## src/hdl/eba_pkg.sv

```systemverilog
// ----------------------------------------------------------------------------
// eba_pkg: shared types and constants of the eight-bit ALU
// Opcodes, flag and result structs, and the decimal adjust tables.
// ----------------------------------------------------------------------------
package eba_pkg;

   typedef enum logic [4:0] {
      OP_ADD   = 5'd0,
      OP_ADC   = 5'd1,
      OP_SUB   = 5'd2,
      OP_SBC   = 5'd3,
      OP_AND   = 5'd4,
      OP_OR    = 5'd5,
      OP_XOR   = 5'd6,
      OP_CP    = 5'd7,
      OP_INC   = 5'd8,
      OP_DEC   = 5'd9,
      OP_RLC   = 5'd10,
      OP_RL    = 5'd11,
      OP_RRC   = 5'd12,
      OP_RR    = 5'd13,
      OP_SLA   = 5'd14,
      OP_SRA   = 5'd15,
      OP_SRL   = 5'd16,
      OP_SWAP  = 5'd17,
      OP_BIT   = 5'd18,
      OP_SET   = 5'd19,
      OP_RES   = 5'd20,
      OP_CPL   = 5'd21,
      OP_DAA   = 5'd22,
      OP_ADD16 = 5'd23
   } op_type;

   typedef enum logic [1:0] {
      KIND_NONE = 2'd0,
      KIND_ADD  = 2'd1,
      KIND_SUB  = 2'd2
   } kind_type;

   typedef struct packed {
      logic z;
      logic n;
      logic h;
      logic c;
   } flags_type;

   typedef struct packed {
      logic [15:0] result;
      flags_type   flags;
      logic        writes_back;
      logic        adjust_error;
      kind_type    kind;
   } alu_out_type;

   // One decimal adjust row: carry in, high nibble range, half carry in,
   // low nibble range, correction and carry out.
   typedef struct packed {
      logic       cy;
      logic [3:0] hi_lo;
      logic [3:0] hi_hi;
      logic       h;
      logic [3:0] lo_lo;
      logic [3:0] lo_hi;
      logic [7:0] delta;
      logic       new_cy;
   } daa_row_type;

   localparam int AddRows = 9;
   localparam int SubRows = 4;

   localparam daa_row_type ADD_ROWS [AddRows] = '{
      '{1'b0, 4'h0, 4'h9, 1'b0, 4'h0, 4'h9, 8'h00, 1'b0},
      '{1'b0, 4'h0, 4'h8, 1'b0, 4'ha, 4'hf, 8'h06, 1'b0},
      '{1'b0, 4'h0, 4'h9, 1'b1, 4'h0, 4'h3, 8'h06, 1'b0},
      '{1'b0, 4'ha, 4'hf, 1'b0, 4'h0, 4'h9, 8'h60, 1'b1},
      '{1'b0, 4'h9, 4'hf, 1'b0, 4'ha, 4'hf, 8'h66, 1'b1},
      '{1'b0, 4'ha, 4'hf, 1'b1, 4'h0, 4'h3, 8'h66, 1'b1},
      '{1'b1, 4'h0, 4'h2, 1'b0, 4'h0, 4'h9, 8'h60, 1'b1},
      '{1'b1, 4'h0, 4'h2, 1'b0, 4'ha, 4'hf, 8'h66, 1'b1},
      '{1'b1, 4'h0, 4'h3, 1'b1, 4'h0, 4'h3, 8'h66, 1'b1}
   };

   localparam daa_row_type SUB_ROWS [SubRows] = '{
      '{1'b0, 4'h0, 4'h9, 1'b0, 4'h0, 4'h9, 8'h00, 1'b0},
      '{1'b0, 4'h0, 4'h8, 1'b1, 4'h6, 4'hf, 8'hfa, 1'b0},
      '{1'b1, 4'h7, 4'hf, 1'b0, 4'h0, 4'h9, 8'ha0, 1'b1},
      '{1'b1, 4'h6, 4'hf, 1'b1, 4'h6, 4'hf, 8'h9a, 1'b1}
   };

endpackage

```

## src/hdl/eight_bit_alu_with_flags.sv

```systemverilog
// ----------------------------------------------------------------------------
// eight_bit_alu_with_flags: eight-bit ALU with Z/N/H/CY flags and DAA
// Registered single-pass ALU: input register, one ALU stage, result register.
// ----------------------------------------------------------------------------
// The block takes one request per clock while req_stall is low and returns
// one response per request, in order. A request waits in the input register
// and then moves into the result register, which offers its response. The
// sustained rate, one request per cycle without rsp_stall, is set by the single
// ALU stage between the two registers. The flag register and the kind of the
// last add or subtract advance as each request moves into the result
// register, so a request always sees the flags left by the one before it,
// even when both are in flight. While rsp_stall holds the result register, a
// request already in the input register waits and req_stall rises; the input
// register is free again in the cycle the response is taken. No setup is
// needed after reset: flags and last kind clear to zero.
// ----------------------------------------------------------------------------
module eight_bit_alu_with_flags (
   input  logic        clock,
   input  logic        reset,
   input  logic        req_valid,
   output logic        req_stall,
   input  logic [4:0]  req_opcode,
   input  logic [15:0] req_operand_a,
   input  logic [15:0] req_operand_b,
   input  logic [2:0]  req_bit_index,
   output logic        rsp_valid,
   input  logic        rsp_stall,
   output logic [15:0] rsp_result,
   output logic        rsp_flag_zero,
   output logic        rsp_flag_subtract,
   output logic        rsp_flag_half,
   output logic        rsp_flag_carry,
   output logic        rsp_writes_back,
   output logic        rsp_adjust_error
);

   // Input register.
   logic        in_valid_ff;
   logic        in_valid_in;
   logic [4:0]  in_opcode_ff;
   logic [15:0] in_operand_a_ff;
   logic [15:0] in_operand_b_ff;
   logic [2:0]  in_bit_index_ff;

   // Result register.
   logic                 out_valid_ff;
   logic                 out_valid_in;
   eba_pkg::alu_out_type out_ff;

   // Architectural state.
   eba_pkg::flags_type flags_ff;
   eba_pkg::kind_type  kind_ff;

   eba_pkg::alu_out_type alu_out;
   logic                 out_free;
   logic                 advance;
   logic                 req_take;

   // The result register can load when empty or when its response leaves now.
   assign out_free  = !out_valid_ff || !rsp_stall;
   assign advance   = in_valid_ff && out_free;
   // Hold requests off only while the input register is full and blocked.
   assign req_stall = in_valid_ff && !out_free;
   assign req_take  = req_valid && !req_stall;

   assign in_valid_in  = req_take || (in_valid_ff && !advance);
   assign out_valid_in = advance || (out_valid_ff && rsp_stall);

   eba_alu u_alu (
      .opcode    (in_opcode_ff),
      .operand_a (in_operand_a_ff),
      .operand_b (in_operand_b_ff),
      .bit_index (in_bit_index_ff),
      .flags     (flags_ff),
      .last_kind (kind_ff),
      .alu_out   (alu_out)
   );

   always_ff @(posedge clock) begin
      if (reset) begin
         in_valid_ff  <= 1'b0;
         out_valid_ff <= 1'b0;
         flags_ff     <= '0;
         kind_ff      <= eba_pkg::KIND_NONE;
      end else begin
         in_valid_ff  <= in_valid_in;
         out_valid_ff <= out_valid_in;
         // Advance the flags with the request that moves into the result register.
         if (advance) begin
            flags_ff <= alu_out.flags;
            kind_ff  <= alu_out.kind;
         end
      end
   end

   // Payload registers: the input side loads on take, the result side on advance; both hold otherwise.
   always_ff @(posedge clock) begin
      if (req_take) begin
         in_opcode_ff    <= req_opcode;
         in_operand_a_ff <= req_operand_a;
         in_operand_b_ff <= req_operand_b;
         in_bit_index_ff <= req_bit_index;
      end
      if (advance) begin
         out_ff <= alu_out;
      end
   end

   assign rsp_valid         = out_valid_ff;
   assign rsp_result        = out_ff.result;
   assign rsp_flag_zero     = out_ff.flags.z;
   assign rsp_flag_subtract = out_ff.flags.n;
   assign rsp_flag_half     = out_ff.flags.h;
   assign rsp_flag_carry    = out_ff.flags.c;
   assign rsp_writes_back   = out_ff.writes_back;
   assign rsp_adjust_error  = out_ff.adjust_error;

   // The flags shown with a response are the live flags until the next one.
   a_rsp_flags_live: assert property (@(posedge clock) disable iff (reset)
      rsp_valid |-> (out_ff.flags == flags_ff))
      else $error("response flags differ from flag register");

   // Flag state moves only when a request advances.
   a_flags_hold: assert property (@(posedge clock) disable iff (reset)
      !advance |=> $stable(flags_ff) && $stable(kind_ff))
      else $error("flag state changed without an advancing request");

   // A failed decimal adjust never writes back and returns zero.
   a_adjust_error: assert property (@(posedge clock) disable iff (reset)
      (rsp_valid && rsp_adjust_error) |-> (!rsp_writes_back && rsp_result == 16'd0))
      else $error("adjust error with write-back or nonzero result");

   // A blocked input register keeps its request for the next cycle.
   a_in_hold: assert property (@(posedge clock) disable iff (reset)
      (in_valid_ff && !advance) |=> in_valid_ff)
      else $error("blocked request lost from input register");

endmodule

```

## src/hdl/eba_alu.sv

```systemverilog
// ----------------------------------------------------------------------------
// eba_alu: combinational ALU datapath
// Computes result, new flags, write-back and adjust error for one request.
// ----------------------------------------------------------------------------
module eba_alu (
   input  logic [4:0]           opcode,
   input  logic [15:0]          operand_a,
   input  logic [15:0]          operand_b,
   input  logic [2:0]           bit_index,
   input  eba_pkg::flags_type   flags,
   input  eba_pkg::kind_type    last_kind,
   output eba_pkg::alu_out_type alu_out
);

   logic [7:0]  a;
   logic [7:0]  b;
   logic [7:0]  mask;
   logic        cin;
   logic [8:0]  sum9;
   logic [4:0]  nib5;
   logic [8:0]  dif9;
   logic [4:0]  nibd5;
   logic [16:0] sum17;
   logic [12:0] sum13;
   logic        daa_ok;
   logic [7:0]  daa_res;
   logic        daa_cy;

   assign a    = operand_a[7:0];
   assign b    = operand_b[7:0];
   assign mask = 8'd1 << bit_index;

   // Carry in only for the with-carry forms.
   assign cin = ((opcode == eba_pkg::OP_ADC) || (opcode == eba_pkg::OP_SBC)) ? flags.c : 1'b0;

   assign sum9  = {1'b0, a} + {1'b0, b} + {8'd0, cin};
   assign nib5  = {1'b0, a[3:0]} + {1'b0, b[3:0]} + {4'd0, cin};
   assign dif9  = {1'b0, a} - {1'b0, b} - {8'd0, cin};
   assign nibd5 = {1'b0, a[3:0]} - {1'b0, b[3:0]} - {4'd0, cin};
   assign sum17 = {1'b0, operand_a} + {1'b0, operand_b};
   assign sum13 = {1'b0, operand_a[11:0]} + {1'b0, operand_b[11:0]};

   // First matching row of the table chosen by the last arithmetic kind.
   always_comb begin
      daa_ok  = 1'b0;
      daa_res = 8'd0;
      daa_cy  = 1'b0;
      if (last_kind == eba_pkg::KIND_ADD) begin
         for (int r = 0; r < eba_pkg::AddRows; r++) begin
            if (!daa_ok && flags.c == eba_pkg::ADD_ROWS[r].cy
                && a[7:4] >= eba_pkg::ADD_ROWS[r].hi_lo && a[7:4] <= eba_pkg::ADD_ROWS[r].hi_hi
                && flags.h == eba_pkg::ADD_ROWS[r].h
                && a[3:0] >= eba_pkg::ADD_ROWS[r].lo_lo
                && a[3:0] <= eba_pkg::ADD_ROWS[r].lo_hi) begin
               daa_ok  = 1'b1;
               daa_res = a + eba_pkg::ADD_ROWS[r].delta;
               daa_cy  = eba_pkg::ADD_ROWS[r].new_cy;
            end
         end
      end else if (last_kind == eba_pkg::KIND_SUB) begin
         for (int r = 0; r < eba_pkg::SubRows; r++) begin
            if (!daa_ok && flags.c == eba_pkg::SUB_ROWS[r].cy
                && a[7:4] >= eba_pkg::SUB_ROWS[r].hi_lo && a[7:4] <= eba_pkg::SUB_ROWS[r].hi_hi
                && flags.h == eba_pkg::SUB_ROWS[r].h
                && a[3:0] >= eba_pkg::SUB_ROWS[r].lo_lo
                && a[3:0] <= eba_pkg::SUB_ROWS[r].lo_hi) begin
               daa_ok  = 1'b1;
               daa_res = a + eba_pkg::SUB_ROWS[r].delta;
               daa_cy  = eba_pkg::SUB_ROWS[r].new_cy;
            end
         end
      end
   end

   always_comb begin
      logic [7:0] r8;
      logic       t;
      r8 = 8'd0;
      t  = 1'b0;
      alu_out.result       = 16'd0;
      alu_out.flags        = flags;
      alu_out.writes_back  = 1'b1;
      alu_out.adjust_error = 1'b0;
      alu_out.kind         = eba_pkg::KIND_NONE;
      unique case (eba_pkg::op_type'(opcode)) inside
         eba_pkg::OP_ADD, eba_pkg::OP_ADC: begin
            r8 = sum9[7:0];
            alu_out.flags = '{z: (r8 == 8'd0), n: 1'b0, h: nib5[4], c: sum9[8]};
            alu_out.kind  = eba_pkg::KIND_ADD;
         end
         eba_pkg::OP_SUB, eba_pkg::OP_SBC, eba_pkg::OP_CP: begin
            r8 = dif9[7:0];
            alu_out.flags = '{z: (r8 == 8'd0), n: 1'b1, h: nibd5[4], c: dif9[8]};
            if (opcode == eba_pkg::OP_CP) begin
               r8 = 8'd0;
               alu_out.writes_back = 1'b0;
            end else begin
               alu_out.kind = eba_pkg::KIND_SUB;
            end
         end
         eba_pkg::OP_AND: begin
            r8 = a & b;
            alu_out.flags = '{z: (r8 == 8'd0), n: 1'b0, h: 1'b1, c: 1'b0};
         end
         eba_pkg::OP_OR: begin
            r8 = a | b;
            alu_out.flags = '{z: (r8 == 8'd0), n: 1'b0, h: 1'b0, c: 1'b0};
         end
         eba_pkg::OP_XOR: begin
            r8 = a ^ b;
            alu_out.flags = '{z: (r8 == 8'd0), n: 1'b0, h: 1'b0, c: 1'b0};
         end
         eba_pkg::OP_INC: begin
            r8 = a + 8'd1;
            alu_out.flags = '{z: (r8 == 8'd0), n: 1'b0, h: (r8[3:0] == 4'd0), c: flags.c};
         end
         eba_pkg::OP_DEC: begin
            r8 = a - 8'd1;
            alu_out.flags = '{z: (r8 == 8'd0), n: 1'b1, h: (a[3:0] == 4'd0), c: flags.c};
         end
         eba_pkg::OP_RLC, eba_pkg::OP_RL, eba_pkg::OP_RRC, eba_pkg::OP_RR,
         eba_pkg::OP_SLA, eba_pkg::OP_SRA, eba_pkg::OP_SRL, eba_pkg::OP_SWAP: begin
            case (eba_pkg::op_type'(opcode))
               eba_pkg::OP_RLC: begin r8 = {a[6:0], a[7]};    t = a[7]; end
               eba_pkg::OP_RL:  begin r8 = {a[6:0], flags.c}; t = a[7]; end
               eba_pkg::OP_RRC: begin r8 = {a[0], a[7:1]};    t = a[0]; end
               eba_pkg::OP_RR:  begin r8 = {flags.c, a[7:1]}; t = a[0]; end
               eba_pkg::OP_SLA: begin r8 = {a[6:0], 1'b0};    t = a[7]; end
               eba_pkg::OP_SRA: begin r8 = {a[7], a[7:1]};    t = a[0]; end
               eba_pkg::OP_SRL: begin r8 = {1'b0, a[7:1]};    t = a[0]; end
               default:         begin r8 = {a[3:0], a[7:4]};  t = 1'b0; end
            endcase
            alu_out.flags = '{z: (r8 == 8'd0), n: 1'b0, h: 1'b0, c: t};
         end
         eba_pkg::OP_BIT: begin
            alu_out.flags = '{z: ((a & mask) == 8'd0), n: 1'b0, h: 1'b1, c: flags.c};
            alu_out.writes_back = 1'b0;
         end
         eba_pkg::OP_SET: r8 = a | mask;
         eba_pkg::OP_RES: r8 = a & ~mask;
         eba_pkg::OP_CPL: begin
            r8 = ~a;
            alu_out.flags = '{z: flags.z, n: 1'b1, h: 1'b1, c: flags.c};
         end
         eba_pkg::OP_DAA: begin
            if (daa_ok) begin
               r8 = daa_res;
               alu_out.flags = '{z: (daa_res == 8'd0), n: flags.n, h: 1'b0, c: daa_cy};
            end else begin
               alu_out.writes_back  = 1'b0;
               alu_out.adjust_error = 1'b1;
            end
         end
         eba_pkg::OP_ADD16: ;
         default: alu_out.writes_back = 1'b0;
      endcase
      if (opcode == eba_pkg::OP_ADD16) begin
         alu_out.result = sum17[15:0];
         alu_out.flags  = '{z: flags.z, n: 1'b0, h: sum13[12], c: sum17[16]};
      end else begin
         alu_out.result = {8'd0, r8};
      end
   end

endmodule

```

## config.mk

```make
export PLATFORM = sky130hd
export DESIGN_NAME = eight_bit_alu_with_flags
export DESIGN_NICKNAME = d
export VERILOG_FILES = /design/src/hdl/eba_pkg.sv /design/src/hdl/eight_bit_alu_with_flags.sv /design/src/hdl/eba_alu.sv
export SDC_FILE = /design/constraint.sdc
export NUM_CORES = 1
export LEC_CHECK = 0
export BUFFER_PORTS_ARGS = -buffer_cell sky130_fd_sc_hd__buf_4
export CAP_MARGIN = 20
export CELL_PAD_IN_SITES_DETAIL_PLACEMENT = 0
export CELL_PAD_IN_SITES_GLOBAL_PLACEMENT = 1
export CORE_ASPECT_RATIO = 1.4
export CORE_UTILIZATION = 30
export CTS_BUF_LIST = sky130_fd_sc_hd__clkbuf_8
export DETAILED_ROUTE_END_ITERATION = 16
export PLACE_DENSITY_LB_ADDON = 0.2
export REMOVE_ABC_BUFFERS = 1
export SETUP_SLACK_MARGIN = 0.4
export SKIP_LAST_GASP = 1
export SLEW_MARGIN = 0
export SYNTH_ARGS = -nofsm -noshare
export SYNTH_HDL_FRONTEND = slang
export SYNTH_SLANG_ARGS = --single-unit
```

## constraint.sdc

```tcl
create_clock -name clock -period 5.43 [get_ports clock]
set_input_delay 0.543 -clock clock [delete_from_list [all_inputs] [get_ports clock]]
set_output_delay 0.543 -clock clock [all_outputs]
set_load 0.03 [all_outputs]
```

==> flow_summary.yaml <==
sta:
  worst_pin_slew_ns: 1.045
  period_share_pct: 67.86
  tns_ns: 0
  drv_slew: 0
  final.setup_skew_ns: 0.01355
  finalCriticalPeriod_ns: 3.685
  finalHoldViolCount: 0
  setup_viol: 0
  rsz0062_at_grt: "no"
  slew_headroom_pct: 30.13
  fmax_mhz: 271.4
placed_design:
  hpwl_um: 20620
  portBuffers: 67
  gp_congestion: 0.9579
grt:
  grt_usage_pct: 23.50
  grt_antenna_before_repair: 0
  grt-ovfl-total: 0
  first_global_vias: 6797
  grt_pass1_wl_um: 40520
  grt_max_degree: 41
job:
  drv_cap: 0
synth:
  syn_area_um2: 6844
  yosysSeqAreaShare_pct: 29.54
  ys.warnings.count: 0
  postSynthAreaPerCell_um2: 8.346
  synth_ff_type: "edfxtp_1"
  synthArstFlopShare_pct: 0
  synth_edf_count: 62
  synthCells: 820
  synth.distinct_cells: 87
  ys_ff_latch: 70
drt:
  vias_per_cell: 5.707
  drc_errors: 0
  vias: 6740
  ant_nets: 0
  wl_per_cell_um: 22.72
  drt_wl_total_um: 26840
  drt_iter0_markers: 491
  drtPass1Iterations: 6
setup_path:
  cp_max_fo: 24
  cp_slowest_stage_delay_ns: 0.44
  crit_required_ns: 5.71
  path_common_cell: "nor2_1"
  critical_path.top_delay_family: "compound AO/OA/AOI/OAI gates"
  crit_type: "register to register"
  worst_path_max_delay_cell: "fa_1"
  cp_cell_sequence: "buf_4 -> nor2_1 -> nand3_1 -> inv_1 -> fa_1 -> inv_1 -> fa_1 -> nand2b_1 -> a21oi_1 -> o21a_1 -> nor2_1 -> o21ai_0 -> a221oi_1 -> o311ai_2 -> nor2_1 -> nor3_1"
  cp-start-kind: "register"
  endpoint_kind: "register"
  crit_arrival_ns: 3.97
  cp_num_buf_inv: 3
floorplanning:
  core_um2: 22450
  die_h_um: 180.7
  rows: 65
  start_util_pct: 30.49
  dieWidth_um: 129.7
  ioPinCount: 68
  dieArea_um2: 23430
clock_network:
  cts-root-buf: "clkbuf_8"
  cts_buffers: 9
  cts_setup_buffers: 0
  clk_latency_ns: 0.38
  clk_path_buf_depth: 2
  cts.hold.buffers_added: 0
  clock-sinks: 70
  cts_max_level: 3
  cts_tree: "done"
  ctsResizeCount: 0
  path_clk_slew_ns: 0.09
pwr:
  vdd_drop_max_v: 0.0001207
  power_uw: 1698
  powerDensity_nw_per_um2: 213.7
  p_leak_uw: 0.003034
final_layout:
  drive_above_1_share_pct: 15.34
  syn_to_final_growth_pct: 16.11
  fill_cells: 2445
  antenna_cells: 0
  nets: 974
hold_path:
  hold_path.class: "input pin to register"
status:
  outcome: "finished, final reports clean"
## metrics by stage
stage          instance area [um^2]  hold slack (ns)  utilization [%]  cells  setup slack (ns)
6_report                       7946           0.3308            35.40   1181             1.745
5_1_grt                        7946           0.3131            35.40   1181             1.566
4_1_cts                        7946           0.3133            35.40   1181             1.757
3_5_place_dp                   7725           0.4604            34.41   1165             1.783
3_3_place_gp                   7725           0.4540            34.41   1165             1.718
2_1_floorplan                  6646           0.4305                -    773             2.084
## report_power, final
group | switching, uW | total (uW) | internal, uW
clock network | 235 | 495 | 260
registers | 21.9 | 645 | 623
logic | 357 | 558 | 201
total | 614 | 1700 | 1080
## cell families after synthesis
| logic type | synth area share [%] |
|---|---|
| multiplexers | 1.207 |
| flip-flops | 29.54 |
| adder cells (fa/ha/maj) | 10.60 |
| buffers and inverters | 4.808 |
| AND/OR/NAND/NOR | 22.30 |
| AO/OA/AOI/OAI | 27.31 |
| XOR/XNOR | 4.223 |
## per-layer routing
metal,global-route usage [%],up-vias,wire [um]
met3,2.399,76,853
li1,-,3205,-
met1,26.05,3249,10390
met5,0,-,0
met4,15.30,0,1792
met2,41.86,210,13800
## worst reg2reg max path, cell delays in order, from the launching register on
cell	delay, ns
edfxtp_1	0.37
buf_4	0.22
nor2_1	0.17
nand3_1	0.19
inv_1	0.12
fa_1	0.18
inv_1	0.05
fa_1	0.44
nand2b_1	0.20
a21oi_1	0.28
o21a_1	0.17
nor2_1	0.07
o21ai_0	0.44
a221oi_1	0.23
o311ai_2	0.16
nor2_1	0.07
nor3_1	0.23
## Yosys cell counts, drive strengths merged (9+ instances only)
cell,n,area share [%]
ha,50,9.1
a21oi,54,3.9
and2,10,0.93
nor2,82,4.5
a21o,12,1.3
clkbuf,33,1.8
nand3,23,1.7
a22oi,12,1.3
inv,33,1.8
nor3,27,2.0
nand4,9,0.82
edfxtp,62,27
o21ai,53,3.9
xnor2,24,3.1
xor2,9,1.2
nand2,70,3.9
o22ai,24,2.2
nor4,10,0.91
a211oi,9,0.99
buf,14,1.1
nand2b,17,1.6
a31oi,9,0.82
o221ai,10,1.4
nor2b,21,1.9
## placed cells by master (no fill, tap or decap), drive strengths merged, types with 8 or more instances in the layout
master  netlist  final
inv          33     34
clkbuf       33      9
a31oi         9      9
o22ai        24     24
edfxtp       62     62
and2         10     10
o21ai        53     53
xor2          9      9
nor4         10     10
ha           50     50
a21o         12     12
a211oi        9      9
o221ai       10     10
nor3         27     27
nand4         9      9
a22oi        12     12
nor2         82     82
xnor2        24     24
nor2b        21     21
o211ai        8      8
a21oi        54     54
dfxtp         8      8
nand3        23     23
nand2b       17     17
nand2        70     70
buf          14     91
## flip-flops by register name (all words and copies together), names as in the netlist
register           count
rsp_flag_zero          1
rsp_writes_back        1
rsp_flag_carry         1
in_valid_ff            1
rsp_adjust_error       1
in_operand_b_ff       16
rsp_flag_half          1
in_bit_index_ff        3
in_opcode_ff           5
in_operand_a_ff       16
flags_ff               4
rsp_result            16
kind_ff                2
rsp_valid              1
rsp_flag_subtract      1
## worst paths after layout
path	end	slack [ns]	cells past startpoint	start
worst min-delay path	in_operand_a_ff[4]	0.33	1	req_operand_a[4]
worst max-delay path	flags_ff[0]	1.74	16	in_opcode_ff[4]
worst max register to register	flags_ff[0]	1.74	16	in_opcode_ff[4]
worst min register to register	flags_ff[2]	0.47	2	flags_ff[2]
## layout make-up
cell class / count / area [um^2] / share of cell area, %
Multi-Input combinational cell: 668 / 4512 / 56.78
Sequential cell: 70 / 2022 / 25.44
Timing Repair Buffer: 91 / 683.2 / 8.597
Tap cell: 301 / 376.6 / 4.739
Inverter: 35 / 131.4 / 1.653
Clock buffer: 9 / 123.9 / 1.559
Clock inverter: 7 / 97.59 / 1.228
No activity file was read; power rests on OpenSTA's default activity.
